File: config.mk
export PLATFORM = sky130hd
export DESIGN_NAME = ir_pulse_distance_decoder
export DESIGN_NICKNAME = d
export VERILOG_FILES = /design/src/rtl/core/ipd_pkg.sv /design/src/rtl/core/ipd_csr.sv /design/src/rtl/core/ipd_classify.sv /design/src/rtl/core/ipd_core.sv /design/src/rtl/core/ir_pulse_distance_decoder.sv
export VERILOG_INCLUDE_DIRS = /design/src /design/src/rtl/core
export SDC_FILE = /design/constraint.sdc
export NUM_CORES = 1
export LEC_CHECK = 0
export ABC_AREA = 1
export BUFFER_PORTS_ARGS = -buffer_cell sky130_fd_sc_hd__buf_4
export CAP_MARGIN = 25
export CORE_ASPECT_RATIO = 1.2
export CORE_MARGIN = 1
export CORE_UTILIZATION = 64
export CTS_CLUSTER_SIZE = 10
export DETAILED_ROUTE_END_ITERATION = 12
export PLACE_DENSITY = 0.95
export SYNTH_ARGS = -nofsm -noshare
export SYNTH_HDL_FRONTEND = slang
export SYNTH_SLANG_ARGS = --single-unit
export TNS_END_PERCENT = 10
File: constraint.sdc
create_clock -name clock -period 7.1 [get_ports clock]
set_input_delay 0.355 -clock clock [delete_from_list [all_inputs] [get_ports clock]]
set_output_delay 0.355 -clock clock [all_outputs]
set_load 0.03 [all_outputs]
File: src/rtl/core/ir_pulse_distance_decoder_defines.svh
// Assertion macros shared by the decoder RTL.
`ifndef IR_PULSE_DISTANCE_DECODER_DEFINES_SVH
`define IR_PULSE_DISTANCE_DECODER_DEFINES_SVH

`ifndef SYNTH

`define IPD_ASSERT(label, clk, rst, prop) \
   label: assert property (@(posedge clk) disable iff (rst) prop) \
      else $error("ipd assertion failed");

`define IPD_ASSERT_ALWAYS(label, clk, prop) \
   label: assert property (@(posedge clk) prop) \
      else $error("ipd assertion failed");

`else

`define IPD_ASSERT(label, clk, rst, prop)

`define IPD_ASSERT_ALWAYS(label, clk, prop)

`endif

`endif

File: src/rtl/core/ipd_pkg.sv
package ipd_pkg;

   localparam int COUNT_WIDTH    = 16;
   localparam int KEY_BITS       = 8;
   localparam int REG_W          = 16;
   localparam int NUM_REGS       = 6;
   localparam int REG_IDX_W      = $clog2(NUM_REGS);
   localparam int CSR_ADDR_W     = $clog2(4 * NUM_REGS);
   localparam int CSR_DATA_W     = 32;
   localparam int CMP_W          = (COUNT_WIDTH > REG_W) ? COUNT_WIDTH : REG_W;
   localparam int KEY_CODE_W     = 8;
   localparam int REPEAT_COUNT_W = 16;
   localparam int HIST_W         = 3;
   localparam int REQ_TDATA_W    = 8;
   localparam int RSP_TDATA_W    = 32;

   typedef enum logic [REG_IDX_W-1:0] {
      REG_RUNT      = 3'd0,
      REG_ZERO      = 3'd1,
      REG_ONE       = 3'd2,
      REG_HEADER    = 3'd3,
      REG_FRAME_END = 3'd4,
      REG_IDLE      = 3'd5
   } reg_idx_type;

   localparam logic [REG_W-1:0] REG_RESET [NUM_REGS] = '{
      16'd8, 16'd18, 16'd26, 16'd150, 16'd420, 16'd1200
   };

   typedef logic [NUM_REGS-1:0][REG_W-1:0] thr_type;

   typedef enum logic [2:0] {
      IVAL_RUNT      = 3'd0,
      IVAL_ZERO      = 3'd1,
      IVAL_ONE       = 3'd2,
      IVAL_HEADER    = 3'd3,
      IVAL_FRAME_END = 3'd4,
      IVAL_REPEAT    = 3'd5,
      IVAL_TOO_LONG  = 3'd6
   } ival_class_type;

   typedef struct packed {
      logic           idle_over;
      ival_class_type ival_class;
   } class_result_type;

   // first field sits in the high bits
   typedef struct packed {
      logic key_taken;
      logic pin_sample;
   } req_item_type;

   typedef struct packed {
      logic                      line_level;
      logic [REPEAT_COUNT_W-1:0] repeat_count;
      logic                      repeat_active;
      logic                      key_pending;
      logic [KEY_CODE_W-1:0]     key_code;
      logic                      key_valid;
   } rsp_item_type;

endpackage

File: src/rtl/core/ipd_csr.sv
module ipd_csr
   import ipd_pkg::*;
(
   input  logic                  clock,
   input  logic                  reset,
   input  logic                  csr_psel,
   input  logic                  csr_penable,
   input  logic                  csr_pwrite,
   input  logic [CSR_ADDR_W-1:0] csr_paddr,
   input  logic [CSR_DATA_W-1:0] csr_pwdata,
   output logic [CSR_DATA_W-1:0] csr_prdata,
   output logic                  csr_pready,
   output thr_type               thr
);

   logic [REG_W-1:0]     regs_ff [NUM_REGS];
   logic [REG_W-1:0]     regs_in [NUM_REGS];
   logic [REG_IDX_W-1:0] csr_idx;
   logic                 wr_en;

   assign csr_idx    = csr_paddr[CSR_ADDR_W-1:2];
   assign csr_pready = 1'b1;
   assign wr_en      = csr_psel & csr_penable & csr_pwrite & csr_pready;

   always_comb begin
      for (int i = 0; i < NUM_REGS; i++) begin
         regs_in[i] = regs_ff[i];
         if (wr_en && (csr_idx == REG_IDX_W'(i))) begin
            regs_in[i] = csr_pwdata[REG_W-1:0];
         end
         thr[i] = regs_ff[i];
      end
   end

   always_ff @(posedge clock) begin
      for (int i = 0; i < NUM_REGS; i++) begin
         if (reset) begin
            regs_ff[i] <= REG_RESET[i];
         end else begin
            regs_ff[i] <= regs_in[i];
         end
      end
   end

   always_comb begin
      csr_prdata = '0;
      if (int'(csr_idx) < NUM_REGS) begin
         csr_prdata = CSR_DATA_W'(regs_ff[csr_idx]);
      end
   end

endmodule

File: src/rtl/core/ipd_classify.sv
module ipd_classify
   import ipd_pkg::*;
(
   input  logic [COUNT_WIDTH-1:0] count,
   input  thr_type                thr,
   output class_result_type       cls
);

   logic [CMP_W-1:0]    count_x;
   logic [NUM_REGS-1:0] le;

   assign count_x = CMP_W'(count);

   always_comb begin
      for (int i = 0; i < NUM_REGS; i++) begin
         le[i] = count_x <= CMP_W'(thr[i]);
      end
   end

   // first threshold that holds wins, even if unordered
   always_comb begin
      priority if (le[REG_RUNT]) begin
         cls.ival_class = IVAL_RUNT;
      end else if (le[REG_ZERO]) begin
         cls.ival_class = IVAL_ZERO;
      end else if (le[REG_ONE]) begin
         cls.ival_class = IVAL_ONE;
      end else if (le[REG_HEADER]) begin
         cls.ival_class = IVAL_HEADER;
      end else if (le[REG_FRAME_END]) begin
         cls.ival_class = IVAL_FRAME_END;
      end else if (le[REG_IDLE]) begin
         cls.ival_class = IVAL_REPEAT;
      end else begin
         cls.ival_class = IVAL_TOO_LONG;
      end
      cls.idle_over = ~le[REG_IDLE];
   end

endmodule

File: src/rtl/core/ipd_core.sv
`include "ir_pulse_distance_decoder_defines.svh"

module ipd_core
   import ipd_pkg::*;
(
   input  logic         clock,
   input  logic         reset,
   input  logic         step,
   input  req_item_type item,
   input  thr_type      thr,
   output rsp_item_type result
);

   logic [HIST_W-1:0]      hist_ff,    hist_in;
   logic                   level_ff,   level_in;
   logic                   prev_ff,    prev_in;
   logic [COUNT_WIDTH-1:0] cnt_ff,     cnt_in;
   logic [KEY_BITS-1:0]    bits_ff,    bits_in;
   logic                   pending_ff, pending_in;
   logic [KEY_BITS-1:0]    held_ff,    held_in;
   logic                   repeat_ff,  repeat_in;
   logic [COUNT_WIDTH-1:0] press_ff,   press_in;

   logic [COUNT_WIDTH-1:0] cnt_inc;
   logic                   pend_clr;
   logic                   deliver;
   class_result_type       cls;

   assign pend_clr = item.key_taken ? 1'b0 : pending_ff;
   assign cnt_inc  = (cnt_ff != {COUNT_WIDTH{1'b1}}) ? cnt_ff + COUNT_WIDTH'(1) : cnt_ff;

   ipd_classify u_classify (
      .count (cnt_inc),
      .thr   (thr),
      .cls   (cls)
   );

   always_comb begin
      hist_in    = {hist_ff[HIST_W-2:0], item.pin_sample};
      level_in   = level_ff;
      if (hist_in == {HIST_W{1'b1}}) begin
         level_in = 1'b1;
      end else if (hist_in == '0) begin
         level_in = 1'b0;
      end
      prev_in    = level_in;
      cnt_in     = cnt_inc;
      bits_in    = bits_ff;
      pending_in = pend_clr;
      held_in    = held_ff;
      repeat_in  = repeat_ff;
      press_in   = press_ff;
      deliver    = 1'b0;

      if (level_in) begin
         if (cls.idle_over) begin
            deliver   = (bits_ff != '0) && !pend_clr;
            repeat_in = 1'b0;
         end
      end else if (prev_ff) begin
         cnt_in = '0;
         unique case (cls.ival_class)
            IVAL_ZERO: begin
               bits_in = {bits_ff[KEY_BITS-2:0], 1'b0};
            end
            IVAL_ONE: begin
               bits_in = {bits_ff[KEY_BITS-2:0], 1'b1};
            end
            IVAL_FRAME_END: begin
               if (!pend_clr) begin
                  deliver   = 1'b1;
                  repeat_in = 1'b1;
                  press_in  = '0;
               end
            end
            IVAL_REPEAT: begin
               press_in = press_ff + COUNT_WIDTH'(1);
            end
            default: begin
            end
         endcase
      end

      if (deliver) begin
         held_in    = ~bits_ff;
         bits_in    = '0;
         pending_in = 1'b1;
      end

      result.key_valid     = deliver;
      result.key_code      = held_in[KEY_CODE_W-1:0];
      result.key_pending   = pending_in;
      result.repeat_active = repeat_in;
      result.repeat_count  = press_in[REPEAT_COUNT_W-1:0];
      result.line_level    = level_in;
   end

   always_ff @(posedge clock) begin
      if (reset) begin
         hist_ff    <= '0;
         level_ff   <= 1'b0;
         prev_ff    <= 1'b0;
         cnt_ff     <= '0;
         bits_ff    <= '0;
         pending_ff <= 1'b0;
         held_ff    <= '0;
         repeat_ff  <= 1'b0;
         press_ff   <= '0;
      end else if (step) begin
         hist_ff    <= hist_in;
         level_ff   <= level_in;
         prev_ff    <= prev_in;
         cnt_ff     <= cnt_in;
         bits_ff    <= bits_in;
         pending_ff <= pending_in;
         held_ff    <= held_in;
         repeat_ff  <= repeat_in;
         press_ff   <= press_in;
      end
   end

   `IPD_ASSERT(a_deliver_sets_pending, clock, reset, step && result.key_valid |=> pending_ff && (bits_ff == '0))
   `IPD_ASSERT(a_deliver_inverts_bits, clock, reset, step && result.key_valid |=> held_ff == ~$past(bits_ff))
   `IPD_ASSERT(a_no_deliver_while_pending, clock, reset, step && pending_ff && !item.key_taken |-> !result.key_valid)

endmodule

File: src/rtl/core/ir_pulse_distance_decoder.sv
// Channel   Dir  Handshake            Payload
// req_*     in   req_tvalid/tready    tick sample: pin_sample, key_taken
// rsp_*     out  rsp_tvalid/tready    one result item per tick
// csr_*     in   APB write/read       six 16-bit thresholds at 4*i
//
// One item per cycle sustained while rsp_tready holds; an item passes from req to rsp
// through the input register, then the result register after the decode logic.
// Synchronous reset clears the state and restores threshold defaults.
// A stalled rsp holds its item; the input register still takes one more item.
`include "ir_pulse_distance_decoder_defines.svh"

module ir_pulse_distance_decoder
   import ipd_pkg::*;
(
   input  logic                   clock,
   input  logic                   reset,
   input  logic                   req_tvalid,
   output logic                   req_tready,
   input  logic [REQ_TDATA_W-1:0] req_tdata,  // [0] pin_sample, [1] key_taken
   output logic                   rsp_tvalid,
   input  logic                   rsp_tready,
   // [0] key_valid, [8:1] key_code, [9] key_pending, [10] repeat_active,
   // [26:11] repeat_count, [27] line_level
   output logic [RSP_TDATA_W-1:0] rsp_tdata,
   input  logic                   csr_psel,
   input  logic                   csr_penable,
   input  logic                   csr_pwrite,
   input  logic [CSR_ADDR_W-1:0]  csr_paddr,
   input  logic [CSR_DATA_W-1:0]  csr_pwdata,
   output logic [CSR_DATA_W-1:0]  csr_prdata,
   output logic                   csr_pready
);

   logic         in_valid_ff,  in_valid_in;
   req_item_type in_item_ff;
   logic         out_valid_ff, out_valid_in;
   rsp_item_type out_item_ff;

   logic         req_acc;
   logic         advance;
   thr_type      thr;
   rsp_item_type result;

   assign advance    = in_valid_ff & (~out_valid_ff | rsp_tready);
   assign req_tready = ~in_valid_ff | advance;
   assign req_acc    = req_tvalid & req_tready;
   assign rsp_tvalid = out_valid_ff;
   assign rsp_tdata  = RSP_TDATA_W'(out_item_ff);

   ipd_csr u_csr (
      .clock       (clock),
      .reset       (reset),
      .csr_psel    (csr_psel),
      .csr_penable (csr_penable),
      .csr_pwrite  (csr_pwrite),
      .csr_paddr   (csr_paddr),
      .csr_pwdata  (csr_pwdata),
      .csr_prdata  (csr_prdata),
      .csr_pready  (csr_pready),
      .thr         (thr)
   );

   ipd_core u_core (
      .clock  (clock),
      .reset  (reset),
      .step   (advance),
      .item   (in_item_ff),
      .thr    (thr),
      .result (result)
   );

   always_comb begin
      in_valid_in = in_valid_ff;
      if (req_acc) begin
         in_valid_in = 1'b1;
      end else if (advance) begin
         in_valid_in = 1'b0;
      end
      out_valid_in = out_valid_ff;
      if (advance) begin
         out_valid_in = 1'b1;
      end else if (rsp_tready) begin
         out_valid_in = 1'b0;
      end
   end

   always_ff @(posedge clock) begin
      if (reset) begin
         in_valid_ff  <= 1'b0;
         out_valid_ff <= 1'b0;
      end else begin
         in_valid_ff  <= in_valid_in;
         out_valid_ff <= out_valid_in;
      end
   end

   always_ff @(posedge clock) begin
      if (req_acc) begin
         in_item_ff <= req_item_type'(req_tdata[$bits(req_item_type)-1:0]);
      end
      if (advance) begin
         out_item_ff <= result;
      end
   end

endmodule
### Yosys cells after proc, flatten, opt, wreduce, memory -nomap -nowiden

Memory sizes are Yosys's and may differ from the RTL's.
Cells that the tools add are included.

* add/sub/neg operators: 2
* $lt $le $gt $ge: 7
* equal/unequal tests: 12
* muxes and demuxes: 52
* bitwise gates (word level): 15
* reductions and logical operators: 16

Operators by type and width (count)
* 16-bit 2-to-1 mux: 19
* 16-bit <= comparator: 6
* 16-bit by 1-bit adder with 16-bit output, second input constant: 2
* 8-bit 2-to-1 mux: 4
* 16-bit case mux with 2 select lines: 1
* 1-bit 2-to-1 mux: 21
* 16-bit inequality test, second input constant: 1
* 8-bit case mux with 2 select lines: 1
* 3-bit equality test, second input constant: 5
* 3-bit 2-to-1 mux: 4
* 3-bit by 2-bit equality test with 1-bit output, second input constant: 3
* 8-bit inverter: 1
* 1-bit bitwise OR: 8
* 8-bit nonzero test: 1
* 1-bit logical AND: 7
* 3-bit by 1-bit equality test with 1-bit output, second input constant: 2
* 3-bit zero test: 2
* 2-bit nonzero test: 3
* 1-bit bitwise AND: 4
* 2-bit 2-to-1 mux: 2
* 4-bit AND reduction: 1
* 3-bit < comparator, second input constant: 1
* 3-bit nonzero test: 1
* 2-bit inequality test, second input constant: 1
* other kinds (2): 3

* register bits: 85
* RAM bits: 96
* output and inout bits: 67
* logic and storage cells: 123
* memories: 1

Memories
* u_csr.regs_ff: depth 6, bits a word 16, read ports 7, clocked after Yosys merged registers in 0, write ports 6, RTL line ipd_csr.sv:16 `logic [REG_W-1:0] regs_ff [NUM_REGS];`

### Depth between registers and ports, before layout

* word-level depth: 15
* gate-level depth with buffers: 29
* depth with buffers taken out: 29

### Hierarchy

From an unflattened synthesis, not the netlist that was laid out.

* cell total of the unflattened synthesis: 1804
* area, all modules: 11987.7 um^2

By module, submodules not included
* ipd_csr: instances 1, cells an instance 785, area each 4850.9 um^2, seq. area each 1921.8 um^2
* ipd_core: instances 1, cells an instance 558, area each 3520.9 um^2, seq. area each 1061.0 um^2
* ipd_classify: instances 1, cells an instance 414, area each 2590.0 um^2, seq. area each 0.0 um^2
* ir_pulse_distance_decoder: instances 1, cells an instance 47, area each 1026.0 um^2, seq. area each 940.9 um^2

### Worst setup path before layout

No wires, ideal clock.

* path kind: flip-flop to flip-flop
* start point: register u_core.cnt_ff[0]
* end point: register out_item_ff (netlist bit rsp_tdata[17]), data pin
* library setup time: 0.251 ns
* arrival time: 3.197 ns
* data required time: 6.849 ns
* path slack: 3.652 ns
* stages on the path, launching flop included: 26
* path through: dfxtp_1 > ha_1 > nand3_1 > or2_2 > nor2_1 > inv_1 > clkbuf_1 > o21ai_0 > ha_1 > nand2_1 > inv_1 > nand4_1 > clkinv_1 > nand2_1 > nand2_1 > nand2_2 > nand2_1 > nand2_1 > nand2_1 > nand2_1 > o21ai_2 > buf_6 > nand2_1 > nand2_1 > nand2_1 > inv_1

RTL lines
* start: declaration: RTL line ipd_core.sv:17 `logic [COUNT_WIDTH-1:0] cnt_ff, cnt_in;`
* start signal: assignment: RTL line ipd_core.sv:113 `cnt_ff <= cnt_in;`
* end signal: assignment: RTL line ir_pulse_distance_decoder.sv:102 `out_item_ff <= result;`
* end: declaration: RTL line ir_pulse_distance_decoder.sv:37 `rsp_item_type out_item_ff;`

==> out/metrics.yaml <==
clocking:
  cts-resized-gates: 0
  cts_setup_buffers: 0
  cts.sinks: 181
  clk_latency_ns: 0.45
  numCtsBuffers: 17
  cts_hold_buf: 0
  cts_max_path_buffers: 2
  h-tree-depth: 4
  cts_tree: "done"
  cts_root_buf: "clkbuf_16"
  path_clk_slew_ns: 0.07
detailed_routing:
  remaining_drc_errors: 0
  num_vias: 10315
  vias_per_cell: 5.96
  drt-total-wl_mm: 29.3
  antenna_left: 0
  drtIter0Drc: 1199
  drt_first_pass_iters: 8
  avgRoutedWirePerCell_microns: 16.9
logic_synthesis:
  ys_ff_latch: 181
  synth_edf_count: 30
  yosys.area.top_type_share: 0.281
  synth_top_area_cell: "dfxtp_1"
  yosysWarnings: 0
  synthTopCellsByArea: "dfxtp_1, ha_1, nand2_1"
  postSynthAreaPerCell_sq_um: 7.33
  ys_dominant_reg_cell: "dfxtp_1"
  netlist_area_sq_um: 10800
  async_reset_ff_frac: 0
  synth_cells: 1471
  synthDistinctLibCells: 48
  yosysSeqAreaShare: 0.364
finish:
  final_layout_size_suffix_gt1_frac: 0.103
  antenna_cells: 0
  nNetsFinal: 1656
  final_common_cell: "nand2_1"
  final_cell_mix: "nand2_1, inv_1, a21oi_1"
  area_growth_pct: 9.77
setup_path:
  worstPathArrival_ns: 4.94
  critical_path_class: "flip-flop to flip-flop"
  start_kind: "flip-flop"
  crit_path_top_delay_cell: "xor2_1"
  worstPathCellList: "ha_1 > nand4_1 > nor2_1 > nand3_1 > nor2_1 > nor2_1 > xor2_1 > ha_1 > a21oi_1 > o21ai_0 > a21oi_1 > nand2_1 > nand2_1 > inv_1 > nand2_1 > a21oi_4 > nor2_2 > nand2_1 > nand2_1 > nand2_1 > a22oi_1"
  worstPathMaxFanout: 10
  slowest_delay_ns: 0.70
  cpMostUsedCell: "nand2_1"
  end_kind: "flip-flop"
  required_ns: 7.38
outcome:
  status: "complete, no violations"
grt:
  grt_max_degree: 63
  grt_pass1_vias: 9751
  grtUsageTotal: 0.347
  grt.overflow.total: 0
  grt_pass1_wl_mm: 46.8
  antenna_found_initial: 0
die:
  rows: 51
  initial_utilization: 0.660
  die_area_sq_um: 17400
  die_h_microns: 144
  die_w_microns: 120
  coreArea_sq_um: 16300
  io_pins: 119
sta:
  max_slew_margin: 0.271
  setup_viol: 0
  hold_violations: 0
  timing.fmax_mhz: 214
  rsz0062_at_grt: "false"
  slew_violations: 0
  tightestPinTransition_ns: 1.09
  min_period_ns: 4.66
  fin_tns_setup_ns: 0
  fin_crit_sh: 0.657
  fin_skew_ns: 0.0117
power_and_ir_drop:
  irDropWorstVdd_mv: 0.180
  leakage_nw: 5.61
  power_mw: 2.27
  powerDensity_nw_per_um2: 192
place:
  hpwl_mm: 20.3
  place_congestion: 0.971
  port_buffers: 73
hold_path:
  hp-class: "primary input to flip-flop"
flow_run:
  drv_cap: 0
==> state kept, by name, summed over array words and instances (netlist names) <==
signal             count
u_core.bits_ff         8
rsp_tvalid             1
rsp_tdata             28
in_valid_ff            1
u_core.repeat_ff       1
u_core.cnt_ff         16
u_core.press_ff       16
u_core.level_ff        1
in_item_ff             2
u_core.hist_ff         2
u_csr.regs_ff         96
u_core.held_ff         8
u_core.pending_ff      1
==> path summary, 6_finish.rpt <==
path / slack, ns / to / cells after the start / from
max reg2reg: 2.44 / rsp_tdata[23] / 21 / u_core.cnt_ff[0]
min reg2reg: 0.49 / u_csr.regs_ff[5][12] / 2 / u_csr.regs_ff[5][12]
max: 2.44 / rsp_tdata[23] / 21 / u_core.cnt_ff[0]
min: 0.08 / in_item_ff[1] / 1 / req_tdata[1]
==> worst max-delay path: cells and delay by family, from the launching register on <==
kind            cells  cell delay (ns)
flops               1             0.40
compound gates      5             0.82
buf+inv             1             0.06
simple gates       12             1.90
xor+xnor            1             0.70
fa+ha+maj           2             0.62
==> synthesized netlist by cell type (6+ instances only) <==
library cell  instances
nand3_1              45
buf_4                24
nand2_2              11
nor2_1              114
inv_2                 6
edfxtp_1             30
xor2_1               16
dfxtp_1             151
o21ai_1              10
inv_1               189
clkbuf_1             49
a21oi_1             175
ha_1                 98
nand4_1              20
o22ai_1              30
nor3_1                6
nand2_1             269
o211ai_1              9
o21ai_0             158
==> layer usage <==
metal,wire (microns),vias up,track usage
li1,-,4902,-
met1,10600,4650,0.372
met2,14100,594,0.603
met3,2680,169,0.0848
met4,1970,0,0.242
met5,0,-,0
==> kinds of logic after synthesis <==
family	count (synthesis)	share of synthesized area
AOI/OAI and AO/OA	400	0.197
xor gates and xnor gates	20	0.0163
adders and majority gates	98	0.114
buffers and inverters	280	0.109
DFF	181	0.364
other	2	0.000697
and+or+nand+nor	490	0.199
==> power by group <==
part           switching (mW)  total [mW]  internal [mW]  leakage, nW
clock                   0.452       0.916          0.464        0.277
combinational           0.181       0.256         0.0748         3.83
sequential             0.0200        1.09           1.07         1.51
==> per-stage QoR <==
step | utilization | setup slack, ns | instance area [sq um] | cells | hold slack (ns)
detailed placement | 0.690 | 2.76 | 11300 | 1699 | 0.470
global placement | 0.689 | 2.83 | 11300 | 1698 | 0.453
CTS | 0.724 | 2.62 | 11800 | 1731 | 0.0776
global route | 0.724 | 2.17 | 11800 | 1731 | 0.0715
floorplan | - | 3.65 | 10800 | 1490 | 0.439
finish | 0.724 | 2.44 | 11800 | 1731 | 0.0849
==> final cells by class <==
class | instances | area [sq um]
Clock buffer | 17 | 425
Clock inverter | 15 | 136
Fill cell | 1249 | 4510
Inverter | 200 | 751
Multi-Input combinational cell | 1029 | 5750
Sequential cell | 181 | 3920
Tap cell | 212 | 265
Timing Repair Buffer | 77 | 576
Power figures use the tool's default switching activity.
